==> config.mk <==
export PLATFORM = sky130hd
export DESIGN_NAME = nlfsr_stream_cipher_unit
export DESIGN_NICKNAME = d
export VERILOG_FILES = /design/src/hw/rtl/nlfsr_pkg.sv /design/src/hw/rtl/nlfsr_stream_cipher_unit.sv
export SDC_FILE = /design/constraint.sdc
export NUM_CORES = 1
export LEC_CHECK = 0
export BUFFER_PORTS_ARGS = -buffer_cell sky130_fd_sc_hd__buf_4
export CAP_MARGIN = 20
export CELL_PAD_IN_SITES_DETAIL_PLACEMENT = 1
export CELL_PAD_IN_SITES_GLOBAL_PLACEMENT = 1
export CORE_MARGIN = 2
export CORE_UTILIZATION = 42
export CTS_BUF_LIST = sky130_fd_sc_hd__clkbuf_4 sky130_fd_sc_hd__clkbuf_8
export CTS_CLUSTER_SIZE = 25
export DETAILED_ROUTE_END_ITERATION = 10
export GPL_TIMING_DRIVEN = 0
export PLACE_DENSITY_LB_ADDON = 0.1
export SYNTH_ARGS = -nofsm -noshare
export SYNTH_HDL_FRONTEND = slang
export SYNTH_SLANG_ARGS = --single-unit
==> constraint.sdc <==
create_clock -name i_clk -period 1.9 [get_ports i_clk]
set_clock_uncertainty 0.05 [all_clocks]
set_input_delay 0 -clock i_clk [delete_from_list [all_inputs] [get_ports i_clk]]
set_output_delay 0 -clock i_clk [all_outputs]
set_load 0.05 [all_outputs]
==> src/hw/rtl/nlfsr_pkg.sv <==
// Package: register geometry, tap positions and the eight-step keystream function.
package nlfsr_pkg;

    localparam int unsigned UNIT_BITS      = 8;
    localparam int unsigned REGISTER_UNITS = 12;
    localparam int unsigned STATE_W        = UNIT_BITS * REGISTER_UNITS;
    localparam int unsigned KEY_HIGH_W     = 32;
    localparam int unsigned KEY_LOW_W      = STATE_W - KEY_HIGH_W;
    localparam int unsigned CFG_INDEX_W    = 2;
    localparam int unsigned CFG_DATA_W     = 64;

    localparam logic [CFG_INDEX_W-1:0] CFG_KEY_HIGH = 2'd0;
    localparam logic [CFG_INDEX_W-1:0] CFG_KEY_LOW  = 2'd1;

    // Tap p is bit p mod 8 of byte p/8, byte 0 sitting at the top of the vector.
    localparam int unsigned T3  = (REGISTER_UNITS - 1 - 3 / UNIT_BITS) * UNIT_BITS + 3 % UNIT_BITS;
    localparam int unsigned T25 = (REGISTER_UNITS - 1 - 25 / UNIT_BITS) * UNIT_BITS + 25 % UNIT_BITS;
    localparam int unsigned T10 = (REGISTER_UNITS - 1 - 10 / UNIT_BITS) * UNIT_BITS + 10 % UNIT_BITS;
    localparam int unsigned T90 = (REGISTER_UNITS - 1 - 90 / UNIT_BITS) * UNIT_BITS + 90 % UNIT_BITS;
    localparam int unsigned T30 = (REGISTER_UNITS - 1 - 30 / UNIT_BITS) * UNIT_BITS + 30 % UNIT_BITS;
    localparam int unsigned T47 = (REGISTER_UNITS - 1 - 47 / UNIT_BITS) * UNIT_BITS + 47 % UNIT_BITS;
    localparam int unsigned T81 = (REGISTER_UNITS - 1 - 81 / UNIT_BITS) * UNIT_BITS + 81 % UNIT_BITS;
    localparam int unsigned T67 = (REGISTER_UNITS - 1 - 67 / UNIT_BITS) * UNIT_BITS + 67 % UNIT_BITS;
    localparam int unsigned T52 = (REGISTER_UNITS - 1 - 52 / UNIT_BITS) * UNIT_BITS + 52 % UNIT_BITS;
    localparam int unsigned T26 = (REGISTER_UNITS - 1 - 26 / UNIT_BITS) * UNIT_BITS + 26 % UNIT_BITS;
    localparam int unsigned T95 = (REGISTER_UNITS - 1 - 95 / UNIT_BITS) * UNIT_BITS + 95 % UNIT_BITS;
    localparam int unsigned T39 = (REGISTER_UNITS - 1 - 39 / UNIT_BITS) * UNIT_BITS + 39 % UNIT_BITS;
    localparam int unsigned T76 = (REGISTER_UNITS - 1 - 76 / UNIT_BITS) * UNIT_BITS + 76 % UNIT_BITS;
    localparam int unsigned T82 = (REGISTER_UNITS - 1 - 82 / UNIT_BITS) * UNIT_BITS + 82 % UNIT_BITS;

    typedef logic [STATE_W-1:0]   t_state;
    typedef logic [UNIT_BITS-1:0] t_byte;

    typedef struct packed {
        t_state state;
        t_byte  keystream;
    } t_step;

    // Eight bit steps: take the combiner bit MSB first, then shift in the feedback bit.
    function automatic t_step byte_step(input t_state s_in);
        t_step  res;
        t_state s;
        logic   c;
        logic   f;
        s = s_in;
        res.keystream = '0;
        for (int i = 0; i < int'(UNIT_BITS); i++) begin
            c = s[T67] ^ s[T52] ^ (s[T26] & s[T95]) ^ (s[T39] & s[T76] & s[T82]);
            f = s[T3] ^ s[T25] ^ (s[T10] & s[T90]) ^ (s[T30] & s[T47] & s[T81]);
            res.keystream = {res.keystream[UNIT_BITS-2:0], c};
            s = {s[STATE_W-2:0], f};
        end
        res.state = s;
        return res;
    endfunction

endpackage

==> src/hw/rtl/nlfsr_stream_cipher_unit.sv <==
// Top level: byte-wide NLFSR stream cipher with key registers and a single output register.
//
// Each accepted byte is XORed with eight keystream bits (first bit in the MSB) taken from a
// 96-bit nonlinear feedback shift register. One byte is accepted every clock cycle while the
// result side keeps up, and its result appears in the output register on the next cycle. While
// a result waits with m_axis_tready low, the input is stalled. All eight register steps are
// evaluated combinationally by unrolled XOR/AND logic in front of the state register. A set
// tuser bit reloads the register from key_high (bytes 0..3) and key_low (bytes 4..11) before
// the byte is processed. Key writes take effect at the next restart. Encryption and
// decryption are the same operation.
module nlfsr_stream_cipher_unit (
    input  logic                                  i_clk,
    input  logic                                  i_rst_n,
    // configuration write channel
    input  logic                                  i_cfg_valid,
    output logic                                  o_cfg_ready,
    input  logic [nlfsr_pkg::CFG_INDEX_W-1:0]     i_cfg_index,
    input  logic [nlfsr_pkg::CFG_DATA_W-1:0]      i_cfg_data,
    // input stream
    input  logic                                  s_axis_tvalid,
    output logic                                  s_axis_tready,
    input  logic [7:0]                            s_axis_tdata,  // [7:0] data_byte
    input  logic                                  s_axis_tuser,  // [0] restart
    // output stream
    output logic                                  m_axis_tvalid,
    input  logic                                  m_axis_tready,
    output logic [7:0]                            m_axis_tdata   // [7:0] out_byte
);

    logic [nlfsr_pkg::KEY_HIGH_W-1:0] r_key_high;
    logic [nlfsr_pkg::KEY_LOW_W-1:0]  r_key_low;
    nlfsr_pkg::t_state                r_lfsr;
    nlfsr_pkg::t_byte                 r_out;
    logic                             r_out_valid;

    nlfsr_pkg::t_state n_lfsr_start;
    nlfsr_pkg::t_step  n_step;
    logic              s_fire;
    logic              m_fire;

    assign o_cfg_ready   = 1'b1;
    assign s_axis_tready = !r_out_valid || m_axis_tready;
    assign s_fire        = s_axis_tvalid && s_axis_tready;
    assign m_fire        = r_out_valid && m_axis_tready;
    assign m_axis_tvalid = r_out_valid;
    assign m_axis_tdata  = r_out;

    // Reload from the keys first when restart is set.
    assign n_lfsr_start = s_axis_tuser ? {r_key_high, r_key_low} : r_lfsr;
    assign n_step       = nlfsr_pkg::byte_step(n_lfsr_start);

    always_ff @(posedge i_clk) begin
        if (!i_rst_n) begin
            r_key_high <= '0;
            r_key_low  <= '0;
        end else if (i_cfg_valid) begin
            case (i_cfg_index)
                nlfsr_pkg::CFG_KEY_HIGH: r_key_high <= i_cfg_data[nlfsr_pkg::KEY_HIGH_W-1:0];
                nlfsr_pkg::CFG_KEY_LOW:  r_key_low  <= i_cfg_data[nlfsr_pkg::KEY_LOW_W-1:0];
                default: ;
            endcase
        end
    end

    always_ff @(posedge i_clk) begin
        if (!i_rst_n) begin
            r_lfsr      <= '0;
            r_out_valid <= 1'b0;
        end else begin
            if (s_fire) begin
                r_lfsr      <= n_step.state;
                r_out_valid <= 1'b1;
            end else if (m_fire) begin
                r_out_valid <= 1'b0;
            end
        end
    end

    always_ff @(posedge i_clk) begin
        if (s_fire) begin
            r_out <= s_axis_tdata ^ n_step.keystream;
        end
    end

    // A transaction in always leaves a result waiting next cycle.
    a_fire_gives_result: assert property (@(posedge i_clk) disable iff (!i_rst_n)
        s_fire |=> m_axis_tvalid)
        else $error("accepted byte produced no result");

    // Never take a byte while the pending result is stalled.
    a_no_overwrite: assert property (@(posedge i_clk) disable iff (!i_rst_n)
        (r_out_valid && !m_axis_tready) |-> !s_axis_tready)
        else $error("input accepted over a stalled result");

    // Hold the register when no byte is taken.
    a_state_holds: assert property (@(posedge i_clk) disable iff (!i_rst_n)
        !s_fire |=> $stable(r_lfsr))
        else $error("register advanced without a transaction");

    // Drop the result once delivered with nothing new behind it.
    a_result_retires: assert property (@(posedge i_clk) disable iff (!i_rst_n)
        (m_fire && !s_fire) |=> !m_axis_tvalid)
        else $error("result repeated after delivery");

endmodule

---- After elaboration in Yosys (flattened, before gate mapping) ----
Cells that the tools add are included.
Widths: inputs -> output; s select.
storage, ports and cells
  register bits after elaboration ......... 193
  word-level logic and storage cells ...... 114
  memories kept ........................... 0
  RAM bits ................................ 0
  bits in latches ......................... 0
  bits in read-only memories .............. 0
  bits of input ports ..................... 80
operators by class
  shifts and indexed selects .............. 0
  bitwise gates (word level) .............. 97
  equal/unequal tests ..................... 1
  add/subtract/negate cells ............... 0
  reductions and logical operators ........ 8
  order comparisons ....................... 0
  muxes and demuxes ....................... 3
  $mul .................................... 0
  divide/modulo/power cells ............... 0
operator list
  operator            number
  $mux 92             1
  $and 1x1->1         48
  $xor 1x1->1         48
  $xor 8x8->8         1
  $reduce_and 2->1    2
  $eq 2x1->1 const B  1
  $logic_and 1x1->1   2
  $logic_not 2->1     1
  $mux 1              2
  $reduce_bool 2->1   1
  $logic_not 1->1     1
  $logic_or 1x1->1    1

---- Logic depth before layout (Yosys ltp) ----
Gate-level depths: netlist of the first run.
  depth after elaboration ................. 10
  mapped depth ............................ 9
  mapped depth without buffers ............ 6

---- Least setup slack after synthesis of the first run ----
OpenSTA, ideal clock, no wires.
  path kind ............................... register to register
  from .................................... register r_out_valid (netlist: m_axis_tvalid)
  to ...................................... register r_out[0] (netlist: m_axis_tdata[0]) (enable)
  path slack .............................. -0.655 ns
  stages on the path, launching flop included .. 6
  clock period less this slack ............ 2.555 ns
  data required time ...................... 1.474 ns
  arrival ................................. 2.130 ns
  path through ............................ dfxtp_1 nand2b_1 nand2_1 inv_2 clkbuf_1 clkbuf_1
between the ends
  cells in the longest elaborated chain, start to end .. 3
RTL lines
  element                   RTL line                        text
  start: declaration        nlfsr_stream_cipher_unit.sv:34  logic r_out_valid;
  start signal: assignment  nlfsr_stream_cipher_unit.sv:68  r_out_valid <= 1'b0;
  start signal: assignment  nlfsr_stream_cipher_unit.sv:72  r_out_valid <= 1'b1;
  start signal: assignment  nlfsr_stream_cipher_unit.sv:74  r_out_valid <= 1'b0;
  $logic_not 1->1           nlfsr_stream_cipher_unit.sv:42  assign s_axis_tready = !r_out_valid || m_axis_tready;
  $logic_or 1x1->1          nlfsr_stream_cipher_unit.sv:42
  via s_axis_tready         nlfsr_stream_cipher_unit.sv:21  output logic s_axis_tready,
  $logic_and 1x1->1         nlfsr_stream_cipher_unit.sv:43  assign s_fire = s_axis_tvalid && s_axis_tready;
  via s_fire                nlfsr_stream_cipher_unit.sv:38  logic s_fire;
  end signal: assignment    nlfsr_stream_cipher_unit.sv:81  r_out <= s_axis_tdata ^ n_step.keystream;
  end: declaration          nlfsr_stream_cipher_unit.sv:33  nlfsr_pkg::t_byte r_out;
The timed path passes the listed nets, and every way through them passes these cells.
A chain may end at the register's enable or synchronous reset.

---- Final worst setup path of the first run ----
  from .................................... register r_key_high[17] (netlist name)
  to ...................................... register r_lfsr[0]
between the ends
  cells in the longest elaborated chain, start to end .. 10
RTL lines
  element                   RTL line                        text
  start: declaration        nlfsr_stream_cipher_unit.sv:30  logic [nlfsr_pkg::KEY_HIGH_W-1:0] r_key_high;
  start signal: assignment  nlfsr_stream_cipher_unit.sv:58  nlfsr_pkg::CFG_KEY_HIGH: r_key_high <= i_cfg_data[nlfsr_pkg::KEY_HIGH_W-1:0];
  $mux 92                   nlfsr_stream_cipher_unit.sv:49  assign n_lfsr_start = s_axis_tuser ? {r_key_high, r_key_low} : r_lfsr;
  $and 1x1->1               nlfsr_pkg.sv:49                 f = s[T3] ^ s[T25] ^ (s[T10] & s[T90]) ^ (s[T30] & s[T47] & s[T81]);
  $xor 1x1->1 (2 in a row)  nlfsr_pkg.sv:49
  $and 1x1->1               nlfsr_pkg.sv:49
  $xor 1x1->1 (2 in a row)  nlfsr_pkg.sv:49
  $and 1x1->1               nlfsr_pkg.sv:49
  $xor 1x1->1 (2 in a row)  nlfsr_pkg.sv:49
  end signal: assignment    nlfsr_stream_cipher_unit.sv:71  r_lfsr <= n_step.state;
  end: declaration          nlfsr_stream_cipher_unit.sv:32  nlfsr_pkg::t_state r_lfsr;
No other way between the ends.

==> results of run 1 <==
==> cell type report <==
type / instances / area, um^2 / area share (%)
Buffer: 74 / 327.8 / 2.970
Clock buffer: 17 / 234.0 / 2.120
Clock inverter: 15 / 157.7 / 1.428
Inverter: 6 / 25.02 / 0.2267
Multi-Input combinational cell: 740 / 4489 / 40.68
Sequential cell: 193 / 3989 / 36.14
Tap cell: 270 / 337.8 / 3.061
Timing Repair Buffer: 172 / 1476 / 13.38
==> path summary, 6_finish.rpt <==
| check | start | endpoint | cells past startpoint |
|---|---|---|---|
| max | r_key_high[17]$_SDFFE_PN0P_ | r_lfsr[0]$_SDFFE_PN0P_ | 6 |
| min | m_axis_tready | r_lfsr[7]$_SDFFE_PN0P_ | 5 |
| max reg2reg | r_key_high[17]$_SDFFE_PN0P_ | r_lfsr[0]$_SDFFE_PN0P_ | 6 |
| min reg2reg | r_key_low[34]$_SDFFE_PN0P_ | r_key_low[34]$_SDFFE_PN0P_ | 2 |
==> worst max-delay path: cells and delay by family, from the launching register on <==
kind,cells,cell delay [ns]
DFF,1,0.38
AOI/OAI and AO/OA,3,0.61
and+or+nand+nor,3,0.91
==> cell families (layout without fill, tap and decap cells) <==
logic type / Yosys count / in the layout / share of synthesized area [%]
flops: 193 / 193 / 45.37
buf+inv: 80 / 284 / 3.829
compound gates: 216 / 216 / 15.39
simple gates: 364 / 364 / 17.73
mux: 91 / 91 / 10.78
other cells: 1 / 1 / 0.04314
xor+xnor: 68 / 68 / 6.852
==> repair_timing <==
| action | 4_1_cts | 5_1_grt |
|---|---|---|
| gates cloned | 0 | 0 |
| buffers inserted | 6 | 4 |
| endpoints found under the setup margin | 91 | 21 |
| gates resized for setup | 30 | 22 |
| hold endpoints to repair | 103 | 0 |
| hold buffers | 73 | 0 |
| pin swaps | 4 | 8 |
==> routing by layer <==
layer	track usage [%]	wire length (um)
met2	48.28	14660
met3	6.173	1675
met1	40.66	14840
met4	9.905	875
met5	0	13
==> through the flow <==
stage          utilization [%]  instance area, um^2  power (mW)  setup slack [ns]
3_3_place_gp             47.86                 9716       5.840           -0.3620
3_5_place_dp             47.89                 9721       5.871           -0.3757
6_report                 54.37                11040       8.705           -0.1151
2_1_floorplan                -                 8710       5.333           0.04059
4_1_cts                  53.94                10950       8.694           -0.1231
5_1_grt                  54.37                11040       9.037           -0.2064
==> where the power goes <==
group | switching [mW] | internal (mW)
Clock | 1.68 | 1.07
Combinational | 0.786 | 0.620
Sequential | 0.248 | 4.30
==> cell usage in the layout, fill, tap and decap left out, types with 19 or more instances in the layout <==
cell	instances
sky130_fd_sc_hd__nand2_1	215
sky130_fd_sc_hd__dfxtp_1	165
sky130_fd_sc_hd__a21oi_1	104
sky130_fd_sc_hd__buf_4	102
sky130_fd_sc_hd__nor2_1	90
sky130_fd_sc_hd__mux2i_1	84
sky130_fd_sc_hd__a211oi_1	84
sky130_fd_sc_hd__dlygate4sd3_1	72
sky130_fd_sc_hd__xnor2_1	53
sky130_fd_sc_hd__clkbuf_1	44
sky130_fd_sc_hd__nand3_1	19
==> state kept, by name (all words and copies together) (netlist names) <==
register and cells:
r_key_low 64, r_lfsr 92, m_axis_tdata 8, r_key_high 28, m_axis_tvalid 1
==> reports/metrics.yaml, run 1 <==
outcome: "finished, violations left"
failed_checks: "negative setup slack"
cp-end-kind: "register"
post_synth.cell_area_avg_um2: 8.581
synth_flop_type: "sky130_fd_sc_hd__dfxtp_1"
num_vias: 8136
synthDistinctLibCells: 44
initial_standard_cell_utilization_of_the_core_pct: 42.82
worstPathMaxFanout: 3
drive_gt1_share_pct: 16.43
timing.max_slew.rel_slack_pct: 33.91
irDropWorstVdd_mv: 0.4852
worst-setup-path-type: "reg -> reg"
yosys.area.top_type_share_pct: 42.61
htree_num_levels: 4
setup_viol: 3
leakagePower_nw: 4.183
ctsRootBufferMaster: "sky130_fd_sc_hd__clkbuf_8"
routedWlPerCell_um: 21.56
cp_slowest_stage_delay_ns: 0.55
die-width_um: 147.9
place_inst: 1372
max_freq_mhz: 496.3
finalCritPeriodShare_pct: 106.1
critical_path_required_ns: 2.28
synth_sequential_area_ratio_pct: 45.37
synth.top_cells.by_area: "sky130_fd_sc_hd__dfxtp_1 (43%), sky130_fd_sc_hd__mux2i_1 (10%), sky130_fd_sc_hd__nand2_1 (9.3%)"
yosys-top-cells-count: "sky130_fd_sc_hd__nand2_1 (216), sky130_fd_sc_hd__dfxtp_1 (185), sky130_fd_sc_hd__a21oi_1 (106)"
setup.worst_path.start_class: "register"
register_to_register_setup_slack_ns: -0.12
initial_antenna_violation_count: 2
arrival_time_at_the_worst_endpoint_ns: 2.40
rsz0062_at_grt: "yes"
post_synth_top_area_cell: "sky130_fd_sc_hd__dfxtp_1"
antennaDiodeCount: 0
grt_pass1_vias: 8208
slew_violations: 0
final.setup.tns_ns: -0.2220
synth_enable_flop_cells: 8
fill_cells: 2401
floorplan.die_area_um2: 21860
worstPathCellList: "and3_4 > o211ai_1 > a211oi_4 > or4_4 > and4_4 > a211oi_2"
placeableCoreArea_um2: 20300
globalRoute.totalOverflow: 0
initial_drt_markers: 568
crit_slowest_cell: "sky130_fd_sc_hd__or4_4"
synth.yosys.warnings: 0
rows: 52
area_growth_from_synthesis_to_layout_pct: 26.98
io_pins: 91
clkSlewWorstSetupHoldPaths_ns: 0.10
power.density_nw_per_um2: 788.7
grt_first_pass_wirelength_um: 48730
setup_slack_ns: -0.1151
worst_slew_pin_slew_ns: 0.9914
grt_start_max_net_pins: 19
ys_seq_elements: 193
fp.dieH_um: 147.9
detail-route-antenna-nets: 0
yosys.cell_count.top_type: "sky130_fd_sc_hd__nand2_1"
fin_crit_ns: 2.015
total_nets_after_synthesis: 1093
max-clock-path-buffers: 2
tritoncts: "done"
worst_skew_pair.late_latency_ns: 0.51
syn-cell-area_um2: 8692
max-cap-violations: 0
drt-pass1-iter-count: 5
tritoncts_num_sinks: 193
final-instance-count-excl-fill: 1487
routabilityCongestion: 0.8912
dpl.hpwl_um: 23240
port_buffers: 89
synthesis.instances: 1013
hold_path.class: "in -> reg"
cts_made_buffers: 17
drt_drc_violations_left: 0
async_flop_share_pct: 0
timing_hold_violations_final: 0
routed_via_density: 5.471
fin_nets: 1284
grt_use_total_pct: 30.08
worst_hold_slack_ns: 0.03545
drt_wl_total_um: 32060
Power figures use the tool's default switching activity.
==> run 2: changes to the inputs <==
--- a/config.mk
+++ b/config.mk
@@ -9,12 +9,12 @@
 export CAP_MARGIN = 20
 export CELL_PAD_IN_SITES_DETAIL_PLACEMENT = 1
 export CELL_PAD_IN_SITES_GLOBAL_PLACEMENT = 1
-export CORE_MARGIN = 2
 export CORE_UTILIZATION = 42
 export CTS_BUF_LIST = sky130_fd_sc_hd__clkbuf_4 sky130_fd_sc_hd__clkbuf_8
 export CTS_CLUSTER_SIZE = 25
 export DETAILED_ROUTE_END_ITERATION = 10
 export GPL_TIMING_DRIVEN = 0
+export HOLD_SLACK_MARGIN = 0.15
 export PLACE_DENSITY_LB_ADDON = 0.1
 export SYNTH_ARGS = -nofsm -noshare
 export SYNTH_HDL_FRONTEND = slang
==> reports/metrics.yaml, run 2 (synthesis gave the netlist of run 1 again) <==
setup_slack_ns: -0.1390
grt_first_pass_wirelength_um: 49310
max_freq_mhz: 490.4
fp.dieH_um: 145.9
fin_crit_ns: 2.039
slew_violations: 0
num_vias: 8346
globalRoute.totalOverflow: 0
grt_start_max_net_pins: 18
final_cell_mix: "sky130_fd_sc_hd__nand2_1 (215), sky130_fd_sc_hd__dfxtp_1 (161), sky130_fd_sc_hd__buf_4 (104), sky130_fd_sc_hd__a21oi_1 (104), sky130_fd_sc_hd__nor2_1 (90)"
grt_use_total_pct: 31.06
final-instance-count-excl-fill: 1501
failed_checks: "negative setup slack"
worst-setup-path-type: "reg -> reg"
place_inst: 1372
worst_skew_pair.late_latency_ns: 0.49
routed_via_density: 5.560
net-switching-power_mw: 2.627
critical_path_required_ns: 2.23
setup_viol: 4
arrival_time_at_the_worst_endpoint_ns: 2.37
die-width_um: 145.9
setup.worst_path.start_class: "register"
rsz0062_at_grt: "yes"
cts_made_buffers: 17
min_delay_worst_endpoint: "r_lfsr[13]$_SDFFE_PN0P_"
p_int_mw: 6.412
grt_pass1_vias: 8447
area_growth_from_synthesis_to_layout_pct: 29.28
pre_cts_ws_ns: -0.4151
largest_register: "r_lfsr"
port_buffers: 89
rows: 52
antennaDiodeCount: 0
tritoncts_num_sinks: 193
tritoncts: "done"
drive_gt1_share_pct: 17.30
worstReg2RegEnd: "r_lfsr[1]$_SDFFE_PN0P_"
drt_drc_violations_left: 0
routabilityCongestion: 0.9141
max-clock-path-buffers: 2
share_comb_of_total_power_pct: 16.0
ctsRootBufferMaster: "sky130_fd_sc_hd__clkbuf_8"
drt-pass1-iter-count: 6
initial_standard_cell_utilization_of_the_core_pct: 42.96
fill_cells: 2415
timing_hold_violations_final: 0
cp-end-kind: "register"
worst_slew_pin_slew_ns: 0.9124
hold_path_startpoint: "s_axis_tuser"
largest_registers: "r_lfsr: 92 flops, r_key_low: 64 flops, r_key_high: 28 flops"
dpl.hpwl_um: 23350
post-route-util_pct: 55.53
htree_num_levels: 4
min_delay_path_depth: 4
floorplan.die_area_um2: 21280
seqPwrFrac_pct: 50.4
max-cap-violations: 0
detail-route-antenna-nets: 0
outcome: "finished, violations left"
irDropWorstVdd_mv: 0.4448
clock_power_share_pct: 33.6
hold_path.class: "in -> reg"
timing.max_slew.rel_slack_pct: 39.17
power.density_nw_per_um2: 804.4
placeableCoreArea_um2: 20230
regToRegStartpoint: "r_lfsr[82]$_SDFFE_PN0P_"
mostFrequentLayoutCell: "sky130_fd_sc_hd__nand2_1"
worstPathMaxFanout: 4
switching_share_pct: 29.06
rr_worst_depth: 6
routedWlPerCell_um: 21.80
io_pins: 91
clkSlewWorstSetupHoldPaths_ns: 0.10
fin_nets: 1298
initial_drt_markers: 759
drt_wl_total_um: 32720
finalCritPeriodShare_pct: 107.3
largest_register_ff_count: 92
initial_antenna_violation_count: 1
leakagePower_nw: 4.266
register_to_register_setup_slack_ns: -0.14
[run 2: cell types whose count changed in the layout (fill, tap and decap cells not counted), sizes merged]
cell / change
dlygate4sd3: +13
clkbuf: +4
clkinv: -4
clkinvlp: -1
dlymetal6s4s: -1
bufinv: +3
[run 2: how the worst max path moves through the flow]
stage,start,end
5_1_grt,r_lfsr[81]$_SDFFE_PN0P_,r_lfsr[0]$_SDFFE_PN0P_
6_report,r_lfsr[82]$_SDFFE_PN0P_,r_lfsr[1]$_SDFFE_PN0P_
3_5_place_dp,s_axis_tuser,m_axis_tdata[1]$_DFFE_PP_
4_1_cts,r_lfsr[54]$_SDFFE_PN0P_,r_lfsr[0]$_SDFFE_PN0P_
3_3_place_gp,s_axis_tuser,m_axis_tdata[2]$_DFFE_PP_
2_1_floorplan,r_key_low[8]$_SDFFE_PN0P_,r_lfsr[0]$_SDFFE_PN0P_
[run 2: metal layers]
metal  global-route usage [%]  share of wire, %  up-vias
met5                        0                 0        -
met4                    13.68               4.0        0
met3                    5.893               6.3       77
met2                    49.26                45      291
met1                    41.12                44     4085
li1                         -                 -     3893
[run 2: area by class of cell]
type	instances	area, um^2	area share, %
repair buffers	186	1609	14.32
well taps	270	337.8	3.006
plain buffers	74	332.8	2.962
inverters	6	22.52	0.2004
flip-flops and latches	193	3991	35.52
multi-input cells	740	4509	40.13
clock buffers	19	249.0	2.216
clock inverters	13	185.2	1.648
[run 2: repair_timing]
item / CTS / global route
gates resized for setup: 40 / 19
setup buffers: 10 / 2
pin swaps: 8 / 6
hold buffers: 84 / 1
endpoints found under the setup margin: 91 / 80
endpoints found under the hold margin: 107 / 3
[run 2: through the flow]
stage,area [um^2],total power [mW],TNS [ns],hold slack (ns)
6_report,11240,9.039,-0.3603,0.2294
5_1_grt,11240,9.323,-0.5875,0.2505
4_1_cts,11150,9.000,-0.2470,0.1517
3_5_place_dp,9721,5.876,-16.45,0.2068
3_3_place_gp,9716,5.839,-19.52,0.1971
2_1_floorplan,8710,5.333,0,0.06745
[run 2: power by group through the flow]
stage | Clock, mW | Combinational [mW] | Sequential (mW)
5_1_grt | 3.21 | 1.55 | 4.57
6_report | 3.04 | 1.45 | 4.55
3_5_place_dp | 0 | 1.24 | 4.63
3_3_place_gp | 0 | 1.21 | 4.63
2_1_floorplan | 0 | 0.744 | 4.59
4_1_cts | 3.05 | 1.41 | 4.54
[run 2: worst max-delay path: stages (launching register included)]
cell                       delay (ns)
sky130_fd_sc_hd__dfxtp_4         0.37
sky130_fd_sc_hd__and3b_2         0.23
sky130_fd_sc_hd__o211ai_1        0.41
sky130_fd_sc_hd__a211oi_4        0.15
sky130_fd_sc_hd__or4_4           0.52
sky130_fd_sc_hd__a21oi_2         0.15
sky130_fd_sc_hd__nor3b_2         0.05
==> run 3: changes to the inputs <==
--- a/config.mk
+++ b/config.mk
@@ -15,7 +15,7 @@
 export DETAILED_ROUTE_END_ITERATION = 10
 export GPL_TIMING_DRIVEN = 0
 export HOLD_SLACK_MARGIN = 0.15
-export PLACE_DENSITY_LB_ADDON = 0.1
+export PLACE_DENSITY = 0.77
 export SYNTH_ARGS = -nofsm -noshare
 export SYNTH_HDL_FRONTEND = slang
 export SYNTH_SLANG_ARGS = --single-unit
==> reports/metrics.yaml, run 3 (synthesis gave the netlist of run 1 again) <==
grt_pass1_vias: 8528
die-width_um: 145.9
tritoncts: "done"
tritoncts_num_sinks: 193
failed_checks: "negative setup slack"
critical_path_required_ns: 2.27
outcome: "finished, violations left"
globalRoute.totalOverflow: 0
worst_slew_pin_slew_ns: 1.038
floorplan.die_area_um2: 21280
fill_cells: 2395
layout.area.seq_um2: 4004
drt-pass1-iter-count: 5
htree_num_levels: 4
worst_skew_pair.late_latency_ns: 0.49
largest_register_ff_count: 92
fin_nets: 1300
routedWlPerCell_um: 22.02
drt_drc_violations_left: 0
footprint_of_the_multi_input_gates_um2: 4542
max-clock-path-buffers: 2
leakagePower_nw: 4.266
finalCritPeriodShare_pct: 107.0
setup_viol: 3
largest_register: "r_lfsr"
num_vias: 8419
setup.worst_path.start_class: "register"
clkSlewWorstSetupHoldPaths_ns: 0.10
cp-end-kind: "register"
drive_gt1_share_pct: 18.09
port_buffers: 89
grt_use_total_pct: 31.13
irDropWorstVdd_mv: 0.4252
drt_wl_total_um: 33100
worstPathMaxFanout: 4
arrival_time_at_the_worst_endpoint_ns: 2.40
detail-route-antenna-nets: 0
routabilityCongestion: 0.9462
cts_made_buffers: 17
initial_drt_markers: 504
placeableCoreArea_um2: 20230
slew_violations: 0
timing_hold_violations_final: 0
routed_via_density: 5.601
place_inst: 1372
largest_registers: "r_lfsr: 92 flops, r_key_low: 64 flops, r_key_high: 28 flops"
grt_start_max_net_pins: 18
fp.dieH_um: 145.9
ctsRootBufferMaster: "sky130_fd_sc_hd__clkbuf_8"
hold_path.class: "in -> reg"
power.density_nw_per_um2: 789.7
final_cell_mix: "sky130_fd_sc_hd__nand2_1 (215), sky130_fd_sc_hd__dfxtp_1 (157), sky130_fd_sc_hd__buf_4 (109)"
initial_standard_cell_utilization_of_the_core_pct: 42.96
max_freq_mhz: 492.1
antennaDiodeCount: 0
dpl.hpwl_um: 22880
rsz0062_at_grt: "yes"
rows: 52
max-cap-violations: 0
mostFrequentLayoutCell: "sky130_fd_sc_hd__nand2_1"
report.power.total_mw: 8.911
timing.max_slew.rel_slack_pct: 30.81
area_growth_from_synthesis_to_layout_pct: 29.83
final-instance-count-excl-fill: 1503
io_pins: 91
setup_slack_ns: -0.1322
fin_crit_ns: 2.032
worst-setup-path-type: "reg -> reg"
grt_first_pass_wirelength_um: 49540
final.setup.tns_ns: -0.2787
initial_antenna_violation_count: 0
==> run 3: cell types whose count changed in the layout (fill, tap and decap cells not counted), sizes merged <==
| cell | delta |
|---|---|
| dlygate4sd3 | -1 |
| inv | -2 |
| buf | +6 |
| clkinv | +3 |
| bufinv | -1 |
| clkbuf | -3 |
==> run 3: report_power, final <==
group	internal [mW]	total [mW]	switching [mW]	leakage (nW)
combinational	0.645	1.47	0.823	2.45
clock	1.35	2.90	1.54	0.213
sequential	4.30	4.55	0.247	1.61
total	6.30	8.91	2.61	4.27
==> run 3: path summary, 6_finish.rpt <==
path | startpoint | to | slack [ns] | cells after the start
worst min-delay path | s_axis_tuser | r_lfsr[14]$_SDFFE_PN0P_ | 0.25 | 4
worst min register to register | r_key_low[47]$_SDFFE_PN0P_ | r_key_low[47]$_SDFFE_PN0P_ | 0.41 | 2
worst max-delay path | r_lfsr[9]$_SDFFE_PN0P_ | r_lfsr[1]$_SDFFE_PN0P_ | -0.13 | 6
worst max register to register | r_lfsr[9]$_SDFFE_PN0P_ | r_lfsr[1]$_SDFFE_PN0P_ | -0.13 | 6
==> run 3: cell type report <==
class | instances | share of cell area [%]
repair buffers | 190 | 14.50
clock inverters | 13 | 1.430
inverters | 6 | 0.2218
plain buffers | 72 | 2.861
flip-flops and latches | 193 | 35.48
multi-input cells | 740 | 40.25
well taps | 270 | 2.994
clock buffers | 19 | 2.262
==> run 3: stage by stage <==
step                util (%)  hold WS (ns)  cell area, um^2  setup slack [ns]
floorplan                  -       0.06745             8710           0.04059
global placement       48.02        0.1982             9716           -0.3453
detailed placement     48.04        0.2095             9721           -0.3576
CTS                    55.20       -0.2916            11170          -0.06117
global route           55.77        0.2507            11280           -0.1739
finish                 55.77        0.2468            11280           -0.1322
==> run 3: per-layer routing <==
metal	vias to the layer above	share of wire [%]	track usage [%]
met1	4179	44	41.04
li1	3904	-	-
met3	68	5.3	5.361
met5	-	0	0
met4	0	3.6	11.68
met2	268	47	50.89
==> run 3: critical path, stage by stage (launching register included) <==
cell                       delay [ns]
sky130_fd_sc_hd__dfxtp_2         0.41
sky130_fd_sc_hd__nand4b_1        0.16
sky130_fd_sc_hd__a211o_1         0.37
sky130_fd_sc_hd__and4_4          0.21
sky130_fd_sc_hd__or4_4           0.50
sky130_fd_sc_hd__nand3_1         0.11
sky130_fd_sc_hd__nor3b_2         0.15
==> run 3: what timing repair did <==
action | CTS | global route
resized for setup | 49 | 25
hold buffers | 83 | 1
endpoints found under the setup margin | 91 | 105
setup buffers | 12 | 5
cloned | 0 | 0
hold endpoints to repair | 107 | 3
pin swaps | 7 | 9
